==> config.mk <==
export PLATFORM = sky130hd
export DESIGN_NAME = scatter_gather_byte_consume_flat
export DESIGN_NICKNAME = d
export VERILOG_FILES = /design/src/hdl/sgbc_pkg.sv /design/src/hdl/sgbc_in_if.sv /design/src/hdl/sgbc_out_if.sv /design/src/hdl/scatter_gather_byte_consume.sv /design/src/flat_wrapper.sv
export SDC_FILE = /design/constraint.sdc
export NUM_CORES = 2
export LEC_CHECK = 0
export ABC_CLOCK_PERIOD_IN_PS = 8650
export CAP_MARGIN = 20
export CORE_ASPECT_RATIO = 1.2
export CORE_MARGIN = 2
export CORE_UTILIZATION = 50
export CTS_BUF_LIST = sky130_fd_sc_hd__clkbuf_4
export DETAILED_ROUTE_END_ITERATION = 7
export DONT_BUFFER_PORTS = 1
export SYNTH_ARGS = -nofsm -noshare
export SYNTH_HDL_FRONTEND = slang
export SYNTH_SLANG_ARGS = --single-unit
==> constraint.sdc <==
create_clock -name i_clk -period 8.65 [get_ports i_clk]
set_input_delay 0.4325 -clock i_clk [delete_from_list [all_inputs] [get_ports i_clk]]
set_output_delay 0.4325 -clock i_clk [all_outputs]
set_load 0.005 [all_outputs]
==> src/hdl/sgbc_pkg.sv <==
// Shared definitions for the scatter-gather byte consume block.
// Holds action and status codes and the fixed field widths; no dependencies.
package sgbc_pkg;

    localparam int ACTION_W = 2;
    localparam int BYTE_W   = 32;
    localparam int DROP_W   = 5;
    localparam int STATUS_W = 2;

    typedef enum logic [ACTION_W-1:0] {
        ACT_PUSH    = 2'd0,
        ACT_CONSUME = 2'd1,
        ACT_DROP    = 2'd2,
        ACT_NONE    = 2'd3
    } t_action;

    typedef enum logic [STATUS_W-1:0] {
        ST_OK     = 2'd0,
        ST_FULL   = 2'd1,
        ST_DROP   = 2'd2,
        ST_BEYOND = 2'd3
    } t_status;

endpackage

==> src/hdl/sgbc_in_if.sv <==
// Input channel of the scatter-gather byte consume block: valid/ready plus one action.
// Depends on sgbc_pkg for the fixed field widths.
interface sgbc_in_if #(
    parameter int ADDR_WIDTH = 48,
    parameter int LEN_WIDTH  = 32
);
    logic                            valid;
    logic                            ready;
    logic [sgbc_pkg::ACTION_W-1:0]   action;
    logic [ADDR_WIDTH-1:0]           block_addr;
    logic [LEN_WIDTH-1:0]            block_len;
    logic [sgbc_pkg::BYTE_W-1:0]     byte_count;
    logic [sgbc_pkg::DROP_W-1:0]     drop_count;

    modport source (
        output valid, action, block_addr, block_len, byte_count, drop_count,
        input  ready
    );
    modport sink (
        input  valid, action, block_addr, block_len, byte_count, drop_count,
        output ready
    );
endinterface

==> src/hdl/sgbc_out_if.sv <==
// Result channel of the scatter-gather byte consume block: valid/ready plus one result.
// Depends on sgbc_pkg for the status width.
interface sgbc_out_if #(
    parameter int ADDR_WIDTH = 48,
    parameter int LEN_WIDTH  = 32,
    parameter int CNT_WIDTH  = 5
);
    logic                            valid;
    logic                            ready;
    logic [CNT_WIDTH-1:0]            blocks_removed;
    logic [CNT_WIDTH-1:0]            blocks_left;
    logic [ADDR_WIDTH-1:0]           head_addr;
    logic [LEN_WIDTH-1:0]            head_len;
    logic [sgbc_pkg::STATUS_W-1:0]   status;

    modport source (
        output valid, blocks_removed, blocks_left, head_addr, head_len, status,
        input  ready
    );
    modport sink (
        input  valid, blocks_removed, blocks_left, head_addr, head_len, status,
        output ready
    );
endinterface

==> src/hdl/scatter_gather_byte_consume.sv <==
// Top level of the scatter-gather byte consume block.
// Depends on sgbc_pkg and the channel interfaces sgbc_in_if and sgbc_out_if.
//
// This block keeps a ring of up to DEPTH scatter-gather descriptors (address and byte length)
// and performs one action per input transfer: push appends a descriptor at the tail, drop
// removes a number of head descriptors, and consume removes a byte count from the head,
// popping whole descriptors and then trimming the next one. Every input transfer produces
// exactly one result transfer that reports how many descriptors were removed, how many are
// left, the head descriptor afterwards (zeros when the ring is empty) and a status: push
// while full, drop of more than is held, and consume of bytes beyond all queued data are
// flagged. The block works on one transfer at a time and is not ready meanwhile. A push,
// a drop or an unused action passes through the start, head-read and done steps, and the
// result is registered in the done step before the block takes the next transfer. A consume
// adds a walk step for every descriptor it pops and one for the compare that ends the walk.
// The walk is paced by the descriptor memory, which is read at one address per cycle with
// registered read data, and by the single compare-and-subtract unit that the walk reuses.
// A result that is not taken holds the sequencer in its final step. The descriptor store
// is not cleared at reset; only slots holding a pushed descriptor are ever reported.
module scatter_gather_byte_consume #(
    parameter int DEPTH      = 16,
    parameter int ADDR_WIDTH = 48,
    parameter int LEN_WIDTH  = 32
) (
    input  logic       i_clk,
    input  logic       i_rst_n,
    sgbc_in_if.sink    i_in,
    sgbc_out_if.source o_out
);

    localparam int PTR_W = (DEPTH > 1) ? $clog2(DEPTH) : 1;
    localparam int CNT_W = $clog2(DEPTH + 1);
    localparam int DW    = (CNT_W > sgbc_pkg::DROP_W) ? CNT_W : sgbc_pkg::DROP_W;
    localparam int SUM_W = (ADDR_WIDTH > sgbc_pkg::BYTE_W) ? ADDR_WIDTH : sgbc_pkg::BYTE_W;

    typedef enum logic [2:0] {
        S_IDLE,
        S_START,
        S_WALK,
        S_RDHEAD,
        S_DONE
    } t_state;

    // Descriptor memory, one write and one registered read port.
    logic [ADDR_WIDTH-1:0] r_mem_addr [DEPTH];
    logic [LEN_WIDTH-1:0]  r_mem_len  [DEPTH];
    logic [ADDR_WIDTH-1:0] r_rd_addr_data;
    logic [LEN_WIDTH-1:0]  r_rd_len_data;

    t_state                       r_state;
    logic [PTR_W-1:0]             r_head;
    logic [CNT_W-1:0]             r_count;
    logic [PTR_W-1:0]             r_ptr;
    logic [CNT_W-1:0]             r_i;
    logic [CNT_W-1:0]             r_removed;
    sgbc_pkg::t_status            r_status;
    sgbc_pkg::t_action            r_action;
    logic [ADDR_WIDTH-1:0]        r_in_addr;
    logic [LEN_WIDTH-1:0]         r_in_len;
    logic [sgbc_pkg::BYTE_W-1:0]  r_bytes;
    logic [sgbc_pkg::DROP_W-1:0]  r_drop;

    logic                         r_out_valid;
    logic [CNT_W-1:0]             r_out_removed;
    logic [CNT_W-1:0]             r_out_left;
    logic [ADDR_WIDTH-1:0]        r_out_addr;
    logic [LEN_WIDTH-1:0]         r_out_len;
    sgbc_pkg::t_status            r_out_status;

    // Memory port controls, driven by the sequencer.
    logic                  wr_en;
    logic [PTR_W-1:0]      wr_idx;
    logic [ADDR_WIDTH-1:0] wr_addr_data;
    logic [LEN_WIDTH-1:0]  wr_len_data;
    logic [PTR_W-1:0]      rd_idx;

    // Ring arithmetic and the shared walk unit.
    logic [CNT_W-1:0]             adv_n;
    logic [CNT_W:0]               adv_sum;
    logic [PTR_W-1:0]             head_adv;
    logic [CNT_W:0]               tail_sum;
    logic [PTR_W-1:0]             tail_idx;
    logic [PTR_W-1:0]             ptr_next;
    logic [DW-1:0]                drop_ext;
    logic [DW-1:0]                count_ext;
    logic                         drop_over;
    logic [CNT_W-1:0]             drop_n;
    logic [sgbc_pkg::BYTE_W-1:0]  len_ext;
    logic                         bytes_ge;
    logic [sgbc_pkg::BYTE_W-1:0]  bytes_diff;
    logic [SUM_W-1:0]             addr_sum;
    logic                         in_xfer;
    logic                         out_free;

    assign in_xfer  = i_in.valid && i_in.ready;
    assign out_free = !r_out_valid || o_out.ready;

    assign i_in.ready           = (r_state == S_IDLE);
    assign o_out.valid          = r_out_valid;
    assign o_out.blocks_removed = r_out_removed;
    assign o_out.blocks_left    = r_out_left;
    assign o_out.head_addr      = r_out_addr;
    assign o_out.head_len       = r_out_len;
    assign o_out.status         = r_out_status;

    // Drop clamps its count to the number of descriptors held.
    assign drop_ext  = DW'(r_drop);
    assign count_ext = DW'(r_count);
    assign drop_over = drop_ext > count_ext;
    assign drop_n    = drop_over ? r_count : CNT_W'(r_drop);

    // The head moves by the drop count or by the number of descriptors the walk popped.
    assign adv_n    = (r_state == S_START) ? drop_n : r_i;
    assign adv_sum  = (CNT_W+1)'(r_head) + (CNT_W+1)'(adv_n);
    assign head_adv = (adv_sum >= (CNT_W+1)'(DEPTH)) ? PTR_W'(adv_sum - (CNT_W+1)'(DEPTH))
                                                      : PTR_W'(adv_sum);

    assign tail_sum = (CNT_W+1)'(r_head) + (CNT_W+1)'(r_count);
    assign tail_idx = (tail_sum >= (CNT_W+1)'(DEPTH)) ? PTR_W'(tail_sum - (CNT_W+1)'(DEPTH))
                                                       : PTR_W'(tail_sum);

    assign ptr_next = (r_ptr == PTR_W'(DEPTH - 1)) ? '0 : r_ptr + PTR_W'(1);

    // One compare and subtract serves every step of the consume walk.
    assign len_ext    = sgbc_pkg::BYTE_W'(r_rd_len_data);
    assign bytes_ge   = r_bytes >= len_ext;
    assign bytes_diff = r_bytes - len_ext;
    assign addr_sum   = SUM_W'(r_rd_addr_data) + SUM_W'(r_bytes);

    always_comb begin
        wr_en        = 1'b0;
        wr_idx       = tail_idx;
        wr_addr_data = r_in_addr;
        wr_len_data  = r_in_len;
        rd_idx       = r_head;
        unique case (r_state)
            S_START: begin
                rd_idx = r_ptr;
                if (r_action == sgbc_pkg::ACT_PUSH && r_count != CNT_W'(DEPTH)) begin
                    wr_en = 1'b1;
                end
            end
            S_WALK: begin
                rd_idx = ptr_next;
                if (r_i != r_count && !bytes_ge) begin
                    // Trim the descriptor where the walk stopped.
                    wr_en        = 1'b1;
                    wr_idx       = r_ptr;
                    wr_addr_data = addr_sum[ADDR_WIDTH-1:0];
                    wr_len_data  = r_rd_len_data - r_bytes[LEN_WIDTH-1:0];
                end
            end
            S_IDLE, S_RDHEAD, S_DONE: begin
                rd_idx = r_head;
            end
            default: begin
                rd_idx = r_head;
            end
        endcase
    end

    always_ff @(posedge i_clk) begin
        if (wr_en) begin
            r_mem_addr[wr_idx] <= wr_addr_data;
            r_mem_len[wr_idx]  <= wr_len_data;
        end
        r_rd_addr_data <= r_mem_addr[rd_idx];
        r_rd_len_data  <= r_mem_len[rd_idx];
    end

    always_ff @(posedge i_clk) begin
        if (!i_rst_n) begin
            r_state     <= S_IDLE;
            r_head      <= '0;
            r_count     <= '0;
            r_out_valid <= 1'b0;
        end else begin
            if (r_out_valid && o_out.ready) begin
                r_out_valid <= 1'b0;
            end
            unique case (r_state)
                S_IDLE: begin
                    if (in_xfer) begin
                        r_action  <= sgbc_pkg::t_action'(i_in.action);
                        r_in_addr <= i_in.block_addr;
                        r_in_len  <= i_in.block_len;
                        r_bytes   <= i_in.byte_count;
                        r_drop    <= i_in.drop_count;
                        r_ptr     <= r_head;
                        r_i       <= '0;
                        r_removed <= '0;
                        r_status  <= sgbc_pkg::ST_OK;
                        r_state   <= S_START;
                    end
                end
                S_START: begin
                    unique case (r_action)
                        sgbc_pkg::ACT_PUSH: begin
                            if (r_count == CNT_W'(DEPTH)) begin
                                r_status <= sgbc_pkg::ST_FULL;
                            end else begin
                                r_count <= r_count + CNT_W'(1);
                            end
                            r_state <= S_RDHEAD;
                        end
                        sgbc_pkg::ACT_DROP: begin
                            if (drop_over) begin
                                r_status <= sgbc_pkg::ST_DROP;
                            end
                            r_removed <= drop_n;
                            r_count   <= r_count - drop_n;
                            r_head    <= head_adv;
                            r_state   <= S_RDHEAD;
                        end
                        sgbc_pkg::ACT_CONSUME: begin
                            r_state <= S_WALK;
                        end
                        sgbc_pkg::ACT_NONE: begin
                            r_state <= S_RDHEAD;
                        end
                        default: begin
                            r_state <= S_RDHEAD;
                        end
                    endcase
                end
                S_WALK: begin
                    if (r_i != r_count && bytes_ge) begin
                        // Pop the whole descriptor and look at the next slot.
                        r_bytes <= bytes_diff;
                        r_i     <= r_i + CNT_W'(1);
                        r_ptr   <= ptr_next;
                    end else begin
                        if (r_i == r_count && r_bytes != '0) begin
                            r_status <= sgbc_pkg::ST_BEYOND;
                        end
                        r_removed <= r_i;
                        r_count   <= r_count - r_i;
                        r_head    <= head_adv;
                        r_state   <= S_RDHEAD;
                    end
                end
                S_RDHEAD: begin
                    r_state <= S_DONE;
                end
                S_DONE: begin
                    if (out_free) begin
                        r_out_valid   <= 1'b1;
                        r_out_removed <= r_removed;
                        r_out_left    <= r_count;
                        r_out_addr    <= (r_count != '0) ? r_rd_addr_data : '0;
                        r_out_len     <= (r_count != '0) ? r_rd_len_data : '0;
                        r_out_status  <= r_status;
                        r_state       <= S_IDLE;
                    end
                end
                default: begin
                    r_state <= S_IDLE;
                end
            endcase
        end
    end

endmodule

==> src/flat_wrapper.sv <==
// flat-port wrapper written by rule: the top's interface ports become plain ports
module scatter_gather_byte_consume_flat 
#(
    parameter int DEPTH      = 16,
    parameter int ADDR_WIDTH = 48,
    parameter int LEN_WIDTH  = 32
)
  (i_clk, i_rst_n, i_in_valid, i_in_action, i_in_block_addr, i_in_block_len, i_in_byte_count, i_in_drop_count, i_in_ready, o_out_valid, o_out_blocks_removed, o_out_blocks_left, o_out_head_addr, o_out_head_len, o_out_status, o_out_ready);
  sgbc_in_if #(.ADDR_WIDTH(ADDR_WIDTH), .LEN_WIDTH(LEN_WIDTH)) i_in_i ();
  sgbc_out_if #(.ADDR_WIDTH(ADDR_WIDTH), .LEN_WIDTH(LEN_WIDTH), .CNT_WIDTH((5))) o_out_i ();
  input  logic i_clk;
  input  logic i_rst_n;
  input wire logic [$bits(i_in_i.valid)-1:0] i_in_valid;
  input wire logic [$bits(i_in_i.action)-1:0] i_in_action;
  input wire logic [$bits(i_in_i.block_addr)-1:0] i_in_block_addr;
  input wire logic [$bits(i_in_i.block_len)-1:0] i_in_block_len;
  input wire logic [$bits(i_in_i.byte_count)-1:0] i_in_byte_count;
  input wire logic [$bits(i_in_i.drop_count)-1:0] i_in_drop_count;
  output wire logic [$bits(i_in_i.ready)-1:0] i_in_ready;
  output wire logic [$bits(o_out_i.valid)-1:0] o_out_valid;
  output wire logic [$bits(o_out_i.blocks_removed)-1:0] o_out_blocks_removed;
  output wire logic [$bits(o_out_i.blocks_left)-1:0] o_out_blocks_left;
  output wire logic [$bits(o_out_i.head_addr)-1:0] o_out_head_addr;
  output wire logic [$bits(o_out_i.head_len)-1:0] o_out_head_len;
  output wire logic [$bits(o_out_i.status)-1:0] o_out_status;
  input wire logic [$bits(o_out_i.ready)-1:0] o_out_ready;
  assign i_in_i.valid = i_in_valid;
  assign i_in_i.action = i_in_action;
  assign i_in_i.block_addr = i_in_block_addr;
  assign i_in_i.block_len = i_in_block_len;
  assign i_in_i.byte_count = i_in_byte_count;
  assign i_in_i.drop_count = i_in_drop_count;
  assign i_in_ready = i_in_i.ready;
  assign o_out_valid = o_out_i.valid;
  assign o_out_blocks_removed = o_out_i.blocks_removed;
  assign o_out_blocks_left = o_out_i.blocks_left;
  assign o_out_head_addr = o_out_i.head_addr;
  assign o_out_head_len = o_out_i.head_len;
  assign o_out_status = o_out_i.status;
  assign o_out_i.ready = o_out_ready;
  scatter_gather_byte_consume #(.DEPTH(DEPTH), .ADDR_WIDTH(ADDR_WIDTH), .LEN_WIDTH(LEN_WIDTH)) u_core (.i_clk(i_clk), .i_rst_n(i_rst_n), .i_in(i_in_i), .o_out(o_out_i));
endmodule
# == Word-level counts from Yosys, hierarchy flattened ==
# Memory sizes are Yosys's and may differ from the RTL's. A register that Yosys moved wholly into a read port is not among the register bits.
# Cells that the tools add are included.
# classes
n_addsub,12
n_eq_ne,22
n_mux,51
reduce_logical,25
order_cmp,4
# ops
operator,n
two-way mux 32 bit,4
two-way mux 48 bit,2
case mux 32 bit (2 select lines),1
subtractor 32 bit,2
adder 48 x 32 -> 48 bit,1
two-way mux 5 bit,8
two-way mux 4 bit,9
greater-or-equal comparator 32 bit,1
nonzero test 32 bit,1
case mux 5 bit (2 select lines),3
case mux 4 bit (2 select lines),3
case mux 3 bit (5 select lines),1
case mux 5 bit (3 select lines),1
adder 4 x 5 -> 6 bit,2
"greater-or-equal comparator 6 x 5 -> 1 bit, second input constant",2
AND reduction 3 bit,4
"adder 5 x 1 -> 5 bit, second input constant",2
two-way mux 2 bit,5
subtractor 5 bit,2
two-way mux 3 bit,3
"!= test 3 bit, second input constant",3
AND reduction 4 bit,2
AND reduction 8 bit,1
"subtractor 4 x 1 -> 4 bit, second input constant",2
30 further kinds,49
# totals
register_bits,240
word_cells,134
output_inout_bits,94
n_memories,2
ramBits,1280
# memory_table
name,words,word_bits,read_ports,rd_ports_with_merged_regs,write_ports,line_no,rtl
u_core.r_mem_addr,16,48,1,1,1,scatter_gather_byte_consume.sv:44,logic [ADDR_WIDTH-1:0] r_mem_addr [DEPTH];
u_core.r_mem_len,16,32,1,1,1,scatter_gather_byte_consume.sv:45,logic [LEN_WIDTH-1:0] r_mem_len [DEPTH];

# == Depth between registers and ports, before layout ==
# logic_depth
ltp_word,8
mapped_depth,17
mapped_depth_nobuf,17

# == Worst setup path before layout ==
# OpenSTA, ideal clock, no wires.
# synth_timing
path_kind,reg2reg
start,register u_core.r_bytes[3] (netlist name)
end,"memory u_core.r_mem_addr[3][0], enable pin"
setup_time_ns,0.544
path_slack_ns,1.357
n_path_buf,3
stages_incl_launch_ff,13
t_required_ns,8.106
t_arrival_ns,6.748
cell_sequence,edfxtp_1 > ha_1 > buf_6 > a21o_1 > a21o_1 > a211o_1 > o32a_4 > o311ai_4 > and3b_1 > buf_2 > buf_2 > a32oi_1 > a21oi_1
# synth_via
elab_chain_len,7
word_cells_on_any_way,9
# synth_lines
item,line_no,rtl
"start, declared",scatter_gather_byte_consume.sv:59,logic [sgbc_pkg::BYTE_W-1:0] r_bytes;
"start signal, assigned",scatter_gather_byte_consume.sv:186,r_bytes <= i_in.byte_count;
"start signal, assigned",scatter_gather_byte_consume.sv:228,r_bytes <= bytes_diff;
greater-or-equal comparator 32 bit *,scatter_gather_byte_consume.sv:125,assign bytes_ge = r_bytes >= len_ext;
zero test 1 bit *,scatter_gather_byte_consume.sv:144,if (r_i != r_count && !bytes_ge) begin
logical AND 1 bit *,scatter_gather_byte_consume.sv:144,
two-way mux 1 bit,scatter_gather_byte_consume.sv:144,
case mux 1 bit (2 select lines),scatter_gather_byte_consume.sv:135,unique case (r_state)
two-way mux 1 bit,scatter_gather_byte_consume.sv:162,if (wr_en) begin
two-way mux 1 bit (implied by the code),scatter_gather_byte_consume.sv:163,r_mem_addr[wr_idx] <= wr_addr_data;
"end, declared",scatter_gather_byte_consume.sv:44,
# Every way passes the cells marked *; elsewhere a longest branch is shown, timed or not.

# == Worst setup path after layout ==
# layout_timing
start,register u_core.r_bytes[19] (netlist name)
end,"memory u_core.r_mem_len[1][9], enable pin"
# layout_via
elab_chain_len,7
word_cells_on_any_way,9
# layout_lines
item,line_no,rtl
greater-or-equal comparator 32 bit *,scatter_gather_byte_consume.sv:125,
zero test 1 bit *,scatter_gather_byte_consume.sv:144,
logical AND 1 bit *,scatter_gather_byte_consume.sv:144,
two-way mux 1 bit,scatter_gather_byte_consume.sv:144,
case mux 1 bit (2 select lines),scatter_gather_byte_consume.sv:135,
two-way mux 1 bit,scatter_gather_byte_consume.sv:162,
two-way mux 1 bit (implied by the code),scatter_gather_byte_consume.sv:164,r_mem_len[wr_idx] <= wr_len_data;
"end, declared",scatter_gather_byte_consume.sv:45,
# Marks and branches as above.

==> results.cfg <==
[run_status]
status = complete, no violations

[layout]
area_delta_synth_final_pct = 15.0
drive_gt1_share_pct = 13.3
fillers = 11020
seq_area_sq_um = 47100
final_common_cell = edfxtp_1
multi_input_area_sq_um = 18600
design_area_sq_um = 77400
most-common-layout-cells = 1507 x edfxtp_1, 1494 x nand2_1, 626 x clkbuf_4, 342 x nand3_1, 243 x dlygate4sd3_1
fin_nets = 6145

[logic_synthesis]
synth_edf_count = 1507
synthCells = 5455
avgSynthCellArea_sq_um = 12.3
synthMuxAreaShare_pct = 0.108
synthSimpleGateAreaFrac_pct = 14.6
synthArstFlopShare_pct = 0
synth_warnings = 0
yosys_most_used_dff = edfxtp_1
synth_compound_area_share_pct = 8.75
synthTopCellsByArea = edfxtp_1 67%, nand2_1 8.3%, a311oi_1 3.1%, dfxtp_1 2.8%, nand3_1 2.5%
seq_area_frac_synth_pct = 70.0
synth_xor_area_share_pct = 1.53
synth_top_family_by_area = simple AND/OR/NAND/NOR gates
yosysTopAreaCell = edfxtp_1
syn_nets = 5701
synth_area_sq_um = 67300
ys_ff_latch = 1600
yosysTopAreaCellShare_pct = 67.2
synthAdderAreaFrac_pct = 2.36
netlist-cell-type-count = 76

[run]
max_cap_viol_count = 0

[clocking]
clk_latency_ns = 1.40
cts_made_buffers = 407
cts_setup_buffers = 0
cts_tree = yes
cts_root_buf = clkbuf_4
cts.clk_slew.worst_paths_ns = 0.07
cts_hold_buf = 243
cts-resized-gates = 0
htreeDepth = 5
clock_path_buffers = 4
cts.sinks = 1600

[pwr]
p_sw_mw = 9.88
p_leak_nw = 28.2
cellPowerDensity_nw_per_um2 = 331
p_int_mw = 15.7
clock_power_share_pct = 25.4
peakVddDrop_mv = 0.252
power_frac_comb_pct = 35.5
switching_share_pct = 38.6
pwr-share-seq_pct = 39.2

[worst_setup_path]
crit_path_max_incr_delay_ns = 1.03
crit_arrival_ns = 7.02
worst_ep_required_time_ns = 9.59
path_cells = ha_1 -> a21oi_1 -> o21ai_0 -> a211oi_1 -> o21ai_0 -> a221oi_1 -> and3b_1 -> a32oi_1 -> nor2_4 -> buf_4
timing.critical_path.mode_cell = o21ai_0
critPathLaunchType = flip-flop
r2r_cells = 10
r2r_start = u_core.r_bytes[19]$_DFFE_PP_
crit_type = flip-flop to flip-flop
cp_max_fo = 33
crit_start = u_core.r_bytes[19]$_DFFE_PP_
endpoint_kind = flip-flop
critPathSlowestCell = nor2_4
rrSetupSlack_ns = 2.57
reg2reg_to = u_core.r_mem_len[1][9]$_DFFE_PP_

[routing]
drc = 0
avgViaCountPerCell = 5.86
dr.pass1.iters = 6
vias = 46902
postRouteAntennaNets = 0
wl_microns = 203000
drt_iter0_drc = 4952
wl_per_cell_microns = 25.4

[floorplan]
fp.dieH_microns = 406
io-pin-count = 217
rows = 147
dieArea_sq_um = 138000
die_x_microns = 339
core-area_sq_um = 134000
initial_core_util_pct = 50.4

[place]
portBuffers = 0
post_dp_cell_area_sq_um = 69700
gp_congestion = 0.982
dpl.hpwl_microns = 115000

[grt]
antenna_found_initial = 20
grt_pass1_wl_microns = 297000
grt_overflow = 0
grt_max_degree = 167
globalRouteTotalUtil_pct = 29.2
grt_pass1_vias = 45383

[sta]
setup_viol = 0
maxSlewHeadroom_pct = 22.5
drv_slew = 0
hold_viol_final = 0
worst_slew_pin_slew_ns = 1.16
max_clock_freq_ghz = 0.164
layout_min_cycle_time_ns = 6.08
setup_tns_ns = 0
rsz0062_at_grt = no
period_share_pct = 70.3
clock_skew_ns = 0.118

[hold_path]
min_from = i_in_block_addr[42]
min_path_cells = 2
hold_path_end = u_core.r_in_addr[42]$_DFFE_PP_
hp-class = input port to flip-flop
-- sequential cells by signal, summed over array words and instances (netlist names), 32 cells and up --
name                    count
u_core.r_in_addr           48
u_core.o_out.head_len      32
u_core.o_out.head_addr     48
u_core.r_in_len            32
u_core.r_mem_len          512
u_core.r_rd_addr_data      48
u_core.r_bytes             32
u_core.r_mem_addr         768
u_core.len_ext             32
-- cell usage after synthesis, types with 3 or more instances --
library cell,count
a211oi_1,6
a21boi_0,5
a21o_1,60
a21oi_1,186
a221o_1,7
a221oi_1,7
a311oi_1,242
a31oi_1,92
a32oi_1,5
a41oi_1,4
and2_1,16
and3_1,176
and4_1,3
buf_1,25
buf_2,37
clkbuf_1,289
dfxtp_1,93
edfxtp_1,1507
fa_1,7
ha_1,116
inv_1,115
mux2i_1,5
nand2_1,1495
nand2b_1,11
nand3_1,342
nand4_1,23
nor2_1,112
nor2b_1,55
nor3_1,20
nor4_1,12
o211ai_1,6
o21a_1,9
o21ai_0,175
o21bai_1,11
o22ai_1,6
o31ai_1,5
o41ai_1,3
xnor2_1,69
xor2_1,49
-- worst max-delay path by stage --
stage | end
floorplan | u_core.r_mem_addr[3][0]$_DFFE_PP_
global placement | u_core.r_mem_addr[0][35]$_DFFE_PP_
detailed placement | u_core.r_mem_addr[1][36]$_DFFE_PP_
CTS | u_core.r_mem_len[1][3]$_DFFE_PP_
global route | u_core.r_mem_len[1][3]$_DFFE_PP_
finish | u_core.r_mem_len[1][9]$_DFFE_PP_
-- power by group through the flow --
stage | Sequential (mW) | Clock, mW | Combinational (mW)
finish | 10.0 | 6.50 | 9.08
global route | 10.0 | 7.03 | 9.79
CTS | 10.0 | 6.62 | 8.99
detailed placement | 10.2 | 0 | 8.83
global placement | 10.2 | 0 | 8.82
floorplan | 9.88 | 0 | 5.73
-- area by class of cell --
| class | count | share of cell area [%] |
|---|---|---|
| Clock inverter | 88 | 0.640 |
| Sequential cell | 1600 | 60.8 |
| Inverter | 115 | 0.557 |
| Timing Repair Buffer | 387 | 4.90 |
| Antenna cell | 12 | 0.0388 |
| Multi-Input combinational cell | 3388 | 24.1 |
| Tap cell | 1788 | 2.89 |
| Clock buffer | 626 | 6.07 |
-- worst max-delay path: cells and delay by family (launching register included) --
family	cells	cell delay [ns]
compound gates	6	2.06
buf+inv	1	0.72
fa+ha+maj	1	0.46
simple gates	2	1.84
flops	1	0.51
-- per-layer routing --
metal | share of wire, % | vias up | GRT usage (%)
met5 | 0.029 | - | 0
met4 | 3.3 | 8 | 11.2
met3 | 8.0 | 337 | 5.85
met2 | 47 | 2106 | 46.1
met1 | 42 | 23346 | 40.1
li1 | - | 21105 | -
-- through the flow --
step / cells / hold WS, ns / total power, mW / setup WS, ns / utilization, %
after floorplan: 5455 / 0.400 / 15.6 / 1.36 / -
after global placement: 7026 / 0.409 / 19.0 / 2.81 / 52.1
after detailed placement: 7033 / 0.406 / 19.0 / 2.81 / 52.2
after CTS: 7990 / 0.0631 / 25.6 / 2.72 / 57.9
after global routing: 7998 / 0.115 / 26.9 / 2.39 / 57.9
final: 8004 / 0.195 / 25.6 / 2.57 / 57.9
-- cells by family (layout without fill, tap and decap cells) --
group,Yosys count,in the layout
flip-flops,1600,1600
multiplexers,7,7
adder cells (fa/ha/maj),123,123
buffers and inverters,467,1216
AND/OR/NAND/NOR,2278,2278
other,0,12
AO/OA/AOI/OAI,862,862
XOR/XNOR,118,118
Note: power is estimated with default switching activity, not from simulation.
